**src/rtl/core/hsfc_pkg.sv**
```systemverilog
// hsfc_pkg: shared types, constants and the crc-16 byte update for the
// humidity sensor frame checker; no dependencies
`default_nettype none

package hsfc_pkg;

  // crc-16 (modbus) constants
  localparam logic [15:0] CRC_INIT = 16'hFFFF;
  localparam logic [15:0] CRC_POLY = 16'hA001;

  // temperature word layout (sign-magnitude)
  localparam int unsigned SIGN_POS = 15;
  localparam logic [14:0] MAG_MASK = 15'h7FFF;

  // configuration register reset values
  localparam logic [7:0] FUNC_CODE_RST = 8'h03;
  localparam logic [7:0] REG_COUNT_RST = 8'h04;

  // configuration register indexes
  typedef enum logic {
    REG_FUNC_CODE = 1'b0,
    REG_REG_COUNT = 1'b1
  } cfg_reg_t;

  // frame status codes
  typedef enum logic [1:0] {
    ST_OK         = 2'd0,
    ST_BAD_HEADER = 2'd1,
    ST_BAD_CRC    = 2'd2
  } status_t;

  // byte position in the 8-byte reply
  typedef enum logic [2:0] {
    POS_FUNC_CODE = 3'd0,
    POS_REG_COUNT = 3'd1,
    POS_HUM_HI    = 3'd2,
    POS_HUM_LO    = 3'd3,
    POS_TEMP_HI   = 3'd4,
    POS_TEMP_LO   = 3'd5,
    POS_CRC_LO    = 3'd6,
    POS_CRC_HI    = 3'd7
  } pos_t;

  // one result item
  typedef struct packed {
    logic signed [15:0] temperature_tenths;
    logic [15:0]        humidity_tenths;
    status_t            frame_status;
  } result_t;

  // status from the frame tracker to the top level
  typedef struct packed {
    logic    advance;
    logic    res_valid;
    result_t res;
  } frame_stat_t;

  // one reflected crc-16 byte update, eight bit steps
  function automatic logic [15:0] crc_byte(input logic [15:0] crc, input logic [7:0] b);
    logic [15:0] c;
    c = crc ^ {8'h00, b};
    for (int k = 0; k < 8; k++) begin
      c = c[0] ? ((c >> 1) ^ CRC_POLY) : (c >> 1);
    end
    return c;
  endfunction

endpackage

`default_nettype wire

```
**src/rtl/core/hsfc_frame.sv**
```systemverilog
// hsfc_frame: per-frame state (position, crc, header check, data words)
// and the result decode; depends on hsfc_pkg
`default_nettype none

module hsfc_frame (
  input  wire logic                clk,
  input  wire logic                rst_n,
  input  wire logic                in_valid,
  input  wire logic [7:0]          in_byte,
  input  wire logic                in_start,
  input  wire logic                slot_free,
  input  wire logic [7:0]          exp_func_code,
  input  wire logic [7:0]          exp_reg_count,
  output hsfc_pkg::frame_stat_t    stat
);

  hsfc_pkg::pos_t pos_r, pos_nxt, pos_eff;
  logic [15:0]    crc_r, crc_nxt, crc_eff;
  logic           hdr_r, hdr_nxt, hdr_eff;
  logic [15:0]    hum_r, hum_nxt;
  logic [15:0]    temp_r, temp_nxt;
  logic [7:0]     crc_lo_r, crc_lo_nxt;
  logic           last_byte;
  logic           advance;
  logic [15:0]    rx_crc;
  logic [14:0]    mag;
  logic [15:0]    temp_dec;

  // a start mark restarts the frame before this byte is used
  always_comb begin
    pos_eff = in_start ? hsfc_pkg::POS_FUNC_CODE : pos_r;
    crc_eff = in_start ? hsfc_pkg::CRC_INIT : crc_r;
    hdr_eff = in_start ? 1'b1 : hdr_r;
  end

  // the last byte can only move on when the result register is free
  assign last_byte = (pos_eff == hsfc_pkg::POS_CRC_HI);
  assign advance   = in_valid && (!last_byte || slot_free);

  // result decode
  assign rx_crc   = {in_byte, crc_lo_r};
  assign mag      = temp_r[14:0] & hsfc_pkg::MAG_MASK;
  assign temp_dec = temp_r[hsfc_pkg::SIGN_POS] ? (16'd0 - {1'b0, mag}) : {1'b0, mag};

  always_comb begin
    stat.advance   = advance;
    stat.res_valid = advance && last_byte;
    stat.res       = '0;
    if (!hdr_eff) begin
      stat.res.frame_status = hsfc_pkg::ST_BAD_HEADER;
    end else if (rx_crc != crc_eff) begin
      stat.res.frame_status = hsfc_pkg::ST_BAD_CRC;
    end else begin
      stat.res.frame_status       = hsfc_pkg::ST_OK;
      stat.res.humidity_tenths    = hum_r;
      stat.res.temperature_tenths = signed'(temp_dec);
    end
  end

  // next frame state
  always_comb begin
    pos_nxt    = pos_r;
    crc_nxt    = crc_r;
    hdr_nxt    = hdr_r;
    hum_nxt    = hum_r;
    temp_nxt   = temp_r;
    crc_lo_nxt = crc_lo_r;
    if (advance) begin
      pos_nxt = hsfc_pkg::pos_t'(pos_eff + 3'd1);
      crc_nxt = (pos_eff == hsfc_pkg::POS_CRC_LO) ? crc_eff
                                                  : hsfc_pkg::crc_byte(crc_eff, in_byte);
      hdr_nxt = hdr_eff;
      case (pos_eff)
        hsfc_pkg::POS_FUNC_CODE: begin
          if (in_byte != exp_func_code) hdr_nxt = 1'b0;
        end
        hsfc_pkg::POS_REG_COUNT: begin
          if (in_byte != exp_reg_count) hdr_nxt = 1'b0;
        end
        hsfc_pkg::POS_HUM_HI:  hum_nxt[15:8]  = in_byte;
        hsfc_pkg::POS_HUM_LO:  hum_nxt[7:0]   = in_byte;
        hsfc_pkg::POS_TEMP_HI: temp_nxt[15:8] = in_byte;
        hsfc_pkg::POS_TEMP_LO: temp_nxt[7:0]  = in_byte;
        hsfc_pkg::POS_CRC_LO:  crc_lo_nxt     = in_byte;
        hsfc_pkg::POS_CRC_HI: begin
          pos_nxt = hsfc_pkg::POS_FUNC_CODE;
          crc_nxt = hsfc_pkg::CRC_INIT;
          hdr_nxt = 1'b1;
        end
        default: pos_nxt = hsfc_pkg::POS_FUNC_CODE;
      endcase
    end
  end

  // frame state registers
  always_ff @(posedge clk) begin
    if (!rst_n) begin
      pos_r    <= hsfc_pkg::POS_FUNC_CODE;
      crc_r    <= hsfc_pkg::CRC_INIT;
      hdr_r    <= 1'b1;
      hum_r    <= '0;
      temp_r   <= '0;
      crc_lo_r <= '0;
    end else begin
      pos_r    <= pos_nxt;
      crc_r    <= crc_nxt;
      hdr_r    <= hdr_nxt;
      hum_r    <= hum_nxt;
      temp_r   <= temp_nxt;
      crc_lo_r <= crc_lo_nxt;
    end
  end

endmodule

`default_nettype wire

```
**config.mk**
```make
export PLATFORM = sky130hd
export DESIGN_NAME = hsfc_frame
export DESIGN_NICKNAME = d
export VERILOG_FILES = /design/src/rtl/core/hsfc_pkg.sv /design/src/rtl/core/hsfc_frame.sv
export SDC_FILE = /design/constraint.sdc
export NUM_CORES = 1
export LEC_CHECK = 0
export ABC_AREA = 1
export BUFFER_PORTS_ARGS = -buffer_cell sky130_fd_sc_hd__buf_2
export CORE_ASPECT_RATIO = 2
export CORE_MARGIN = 3
export CORE_UTILIZATION = 58
export CTS_BUF_LIST = sky130_fd_sc_hd__clkbuf_4 sky130_fd_sc_hd__clkbuf_8
export DETAILED_ROUTE_END_ITERATION = 8
export PLACE_DENSITY = 0.82
export SYNTH_ARGS = -nofsm -noshare
export SYNTH_HDL_FRONTEND = slang
export SYNTH_SLANG_ARGS = --single-unit
export TNS_END_PERCENT = 50
```
**constraint.sdc**
```tcl
create_clock -name clk -period 2.9 [get_ports clk]
set_clock_uncertainty 0.05 [all_clocks]
set_input_delay 0.145 -clock clk [delete_from_list [all_inputs] [get_ports clk]]
set_output_delay 0.145 -clock clk [all_outputs]
set_load 0.02 [all_outputs]
```
======== After elaboration in Yosys (flattened, before gate mapping) ========
Cells that the tools add are included.
storage, ports and cells
  register bits ........................... 60
  input port bits ......................... 29
  output and inout bits ................... 36
  word-level logic and storage cells ...... 61
operators by class
  add/subtract/negate cells ............... 2
  eq/ne operators ......................... 10
  muxes and demuxes ....................... 22
  bitwise logic cells ..................... 9
  reductions and logical operators ........ 10
operators with widths
  operator               number
  $mux 16                12
  $mux 32                2
  $not 2->3              8
  $ne 16x16->1           1
  $ne 8x8->1             2
  $sub 1x15->16 const A  1
  $xor 16x8->16          1
  $eq 3x3->1 const B     4
  $reduce_and 2->1       5
  $eq 3x2->1 const B     2
  $mux 3                 2
  $mux 2                 2
  $add 3x1->3 const B    1
  $eq 3x1->1 const B     1
  $logic_not 3->1        1
  $mux 1                 3
  $pmux 1 s3             1
  $logic_and 1x1->1      2
  $logic_not 1->1        1
  $logic_or 1x1->1       1

======== Logic depth before layout (Yosys ltp) ========
  depth after elaboration ................. 20
  depth in mapped cells ................... 16
  depth with buffers taken out ............ 15

======== Worst setup path before layout ========
No wires, ideal clock.
  kind .................................... input-to-reg
  start ................................... input in_start
  end ..................................... register crc_r[7]
  setup time .............................. 122 ps
  data arrival time ....................... 1,946 ps
  data required time ...................... 2,728 ps
  slack ................................... 781 ps
  stages on the path ...................... 14
  buffers on the path ..................... 2
  cell sequence ........................... buf_6 inv_1 nand2_1 inv_1 ha_1 ha_1 nand2_1 nand2_1 clkinv_1 nand2_1 nand2_1 clkbuf_1 a21oi_1 o31ai_1
on the way
  elaborated cells on any way between the ends .. 20
  classes of those cells .................. eq/ne (2); mux (12); bitwise (3); reduce/logical (3)
RTL lines
  element               RTL line           text
  from (decl)           hsfc_frame.sv:10   input wire logic in_start,
  $mux 3                hsfc_frame.sv:31   pos_eff = in_start ? hsfc_pkg::POS_FUNC_CODE : pos_r;
  $eq 3x3->1            hsfc_frame.sv:37   assign last_byte = (pos_eff == hsfc_pkg::POS_CRC_HI);
  $logic_not 1->1       hsfc_frame.sv:38   assign advance = in_valid && (!last_byte || slot_free);
  $logic_or 1x1->1      hsfc_frame.sv:38
  $logic_and 1x1->1     hsfc_frame.sv:38
  net advance           hsfc_frame.sv:24   logic advance;
  to (signal assigned)  hsfc_frame.sv:99   crc_r <= hsfc_pkg::CRC_INIT;
  to (signal assigned)  hsfc_frame.sv:106  crc_r <= crc_nxt;
  to (decl)             hsfc_frame.sv:18   logic [15:0] crc_r, crc_nxt, crc_eff;
The timed path passes the listed nets, and every way through them passes these cells.
A chain may end at the register's enable or synchronous reset.

==> results.sh <==
export IMPL_cell_type_with_the_highest_aggregate_area_in_the_netlist="sky130_fd_sc_hd__dfxtp_1"
export IMPL_detailroute_via_count=3627
export IMPL_timing_max_slew_rel_slack_pct=64.2
export IMPL_hold_buffers=0
export IMPL_whs_endpoint="hum_r[4]"
export IMPL_setup_failing_eps_final=0
export IMPL_synth_sequential_area_ratio_pct=32.8
export IMPL_ys_types=28
export IMPL_power_density_cell_area_nw_per_um2=465
export IMPL_maxCapViolations=0
export IMPL_grt_usage_pct=27.9
export IMPL_synthesis_area_per_instance_sq_um=6.81
export IMPL_place_inst=668
export IMPL_yosys_warnings=0
export IMPL_final_period_utilization_pct=90.0
export IMPL_maximum_fanout_count_along_the_critical_path=28
export IMPL_synthesis_nets=573
export IMPL_grt_antenna_before_repair=0
export IMPL_first_global_vias=3579
export IMPL_synth_largest_type_area_fraction_pct=32.8
export IMPL_numClockSinks=60
export IMPL_regToRegSetupSlack_ns=0.45
export IMPL_layout_cells_most_common="sky130_fd_sc_hd__nand2_1"
export IMPL_first_pass_iters=4
export IMPL_power_leakage_nw=1.99
export IMPL_maxSlewViolCount=0
export IMPL_finish_net_count=631
export IMPL_layout_cells_most_common_list="107 x sky130_fd_sc_hd__nand2_1, 64 x sky130_fd_sc_hd__buf_2, 62 x sky130_fd_sc_hd__o21ai_0"
export IMPL_grt_first_pass_wirelength_um=16300
export IMPL_min_from="in_byte[4]"
export IMPL_ioPinCount=65
export IMPL_wl_um=9870
export IMPL_cts_root_to_sink_buffers=2
export IMPL_reg2reg_depth=11
export IMPL_area_delta_synth_final_pct=15.1
export IMPL_die_area_sq_um=7350
export IMPL_timing_worst_setup_path_type="flip-flop to primary output"
export IMPL_filler_cell_count=553
export IMPL_ctsHtreeMaxLevel=3
export IMPL_worst_ep_required_time_ns=2.71
export IMPL_cts_tree="built"
export IMPL_tightestPinTransition_ns=0.536
export IMPL_holdCritPathClass="input pin to flip-flop"
export IMPL_worst_setup_path_start_kind="flip-flop"
export IMPL_clk_pin_slew_worst_paths_ns=0.07
export IMPL_reg_to_reg_endpoint="crc_r[10]"
export IMPL_detailedPlacementHpwl_um=7550
export IMPL_avgRoutedWirePerCell_um=14.5
export IMPL_regToRegStartpoint="pos_r[0]"
export IMPL_core_area_sq_um=6060
export IMPL_peakVddDrop_v=0.000433
export IMPL_detailedRoute_firstIterationViolations=222
export IMPL_cts_repair_resize_count=0
export IMPL_rows=40
export IMPL_finalHoldViolCount=0
export IMPL_rsz0062_at_grt="false"
export IMPL_clock_tree_root_cell="sky130_fd_sc_hd__clkbuf_8"
export IMPL_timing_hold_worst_path_depth=3
export IMPL_fin_tns_setup_ns=0
export IMPL_port_buffers=64
export IMPL_worst_skew_pair_late_latency_ns=0.34
export IMPL_finish_utilization_pct=69.5
export IMPL_drt_antenna_violating_nets=0
export IMPL_min_clock_period_post_route_ns=2.61
export IMPL_post_cts_setup_buffers=0
export IMPL_final_cell_count_no_fill=682
export IMPL_cts_buffer_count=9
export IMPL_layout_drive_gt1_share_pct=19.6
export IMPL_ff_latch_count_synth=60
export IMPL_die_height_um=118
export IMPL_fin_hold_ws_ns=0.145
export IMPL_worst_endpoint_arrival_ns=2.42
export IMPL_synth_cells=537
export IMPL_yosys_top_cells_area="sky130_fd_sc_hd__dfxtp_1 33%, sky130_fd_sc_hd__nand2_1 11%, sky130_fd_sc_hd__o21ai_0 8.5%, sky130_fd_sc_hd__a21oi_1 8.3%, sky130_fd_sc_hd__xor2_1 7.7%"
export IMPL_drc=0
export IMPL_initial_core_util_pct=60.4
export IMPL_die_width_um=62.2
export IMPL_placer_s_final_routability_congestion_estimate=0.922
export IMPL_vias_per_cell=5.32
export IMPL_overflow=0
export IMPL_maximum_number_of_pins_on_one_net_before_global_route_repair=46
export IMPL_p_total_mw=1.96
export IMPL_syn_area_sq_um=3660
export IMPL_fmax_mhz=383
export IMPL_diodes_inserted=0
export IMPL_status="completed"
export IMPL_worst_setup_path_end_kind="primary output"
[state kept, by name, summed over array words and instances, names as in the netlist]
name	cells
crc_lo_r	8
crc_r	16
pos_r	3
temp_r	16
hdr_r	1
hum_r	16
[per-stage QoR]
stage	setup WS [ns]	instance area (sq um)
after floorplan	0.781	3660
after global placement	0.414	4000
after detailed placement	0.294	4000
after CTS	0.307	4210
after global routing	0.112	4210
final	0.289	4210
[Yosys cell counts]
master / instances
sky130_fd_sc_hd__buf_2: 6
sky130_fd_sc_hd__o211ai_1: 3
sky130_fd_sc_hd__or2_2: 4
sky130_fd_sc_hd__o21ai_0: 62
sky130_fd_sc_hd__nand3_1: 16
sky130_fd_sc_hd__clkbuf_1: 11
sky130_fd_sc_hd__nor2_4: 11
sky130_fd_sc_hd__ha_1: 7
sky130_fd_sc_hd__inv_4: 1
sky130_fd_sc_hd__nor2_1: 51
sky130_fd_sc_hd__clkinv_1: 2
sky130_fd_sc_hd__buf_4: 2
sky130_fd_sc_hd__inv_2: 3
sky130_fd_sc_hd__dfxtp_1: 60
sky130_fd_sc_hd__nor4_2: 2
sky130_fd_sc_hd__o31ai_1: 1
sky130_fd_sc_hd__nor2_2: 12
sky130_fd_sc_hd__xor2_1: 32
sky130_fd_sc_hd__nor3_1: 6
sky130_fd_sc_hd__o21ai_1: 3
sky130_fd_sc_hd__nor4_1: 4
sky130_fd_sc_hd__nor3_2: 1
sky130_fd_sc_hd__nand2_1: 107
sky130_fd_sc_hd__inv_1: 54
sky130_fd_sc_hd__a21oi_1: 61
sky130_fd_sc_hd__buf_6: 3
sky130_fd_sc_hd__xnor2_1: 7
sky130_fd_sc_hd__nand4_1: 5
[kinds of logic after synthesis]
group                      after synthesis  share of synthesized area [%]
and+or+nand+nor                        219                           27.8
DFF                                     60                           32.8
buffers and inverters                   82                           9.51
adders and majority gates                7                           2.39
xor gates and xnor gates                39                           9.34
AOI/OAI and AO/OA                      130                           18.1
[power by group]
part	switching, mW	internal (mW)	total, mW	leakage, nW
combinational	0.196	0.0971	0.294	1.39
clock	0.304	0.481	0.785	0.108
sequential	0.0214	0.856	0.877	0.489
total	0.522	1.43	1.96	1.99
[worst max-delay path, stage by stage (launching register included)]
cell	delay [ns]
sky130_fd_sc_hd__dfxtp_1	0.36
sky130_fd_sc_hd__nor2_1	0.30
sky130_fd_sc_hd__xor2_1	0.17
sky130_fd_sc_hd__nand4_1	0.18
sky130_fd_sc_hd__nor4_2	0.21
sky130_fd_sc_hd__nand2_1	0.13
sky130_fd_sc_hd__nor2_4	0.18
sky130_fd_sc_hd__inv_4	0.21
sky130_fd_sc_hd__nor2_1	0.15
sky130_fd_sc_hd__buf_2	0.18
[layout make-up]
| cell class | instances | area [sq um] | share of cell area [%] |
|---|---|---|---|
| timing repair buffer | 69 | 358 | 8.50 |
| multi-input combinational | 395 | 2110 | 50.1 |
| clock inverter | 1 | 30.0 | 0.713 |
| inverter | 60 | 228 | 5.41 |
| clock buffer | 13 | 179 | 4.25 |
| tap | 84 | 105 | 2.50 |
| sequential | 60 | 1200 | 28.5 |
[worst max-delay path by stage]
| stage | to | start | cells after the start |
|---|---|---|---|
| 3_3_place_gp | temp_r[7] | in_start | 13 |
| 5_1_grt | crc_r[10] | pos_r[1] | 11 |
| 2_1_floorplan | crc_r[7] | in_start | 14 |
| 6_report | stat[3] | crc_r[2] | 9 |
| 3_5_place_dp | temp_r[6] | in_start | 13 |
| 4_1_cts | stat[8] | crc_r[2] | 9 |
[routing by layer]
metal | vias up | share of wire, % | global-route usage [%]
li1 | 1843 | - | -
met1 | 1628 | 37 | 28.9
met2 | 115 | 53 | 50.1
met3 | 41 | 4.5 | 5.23
met4 | 0 | 5.3 | 18.6
met5 | - | 0 | 0
Power figures use the tool's default switching activity.
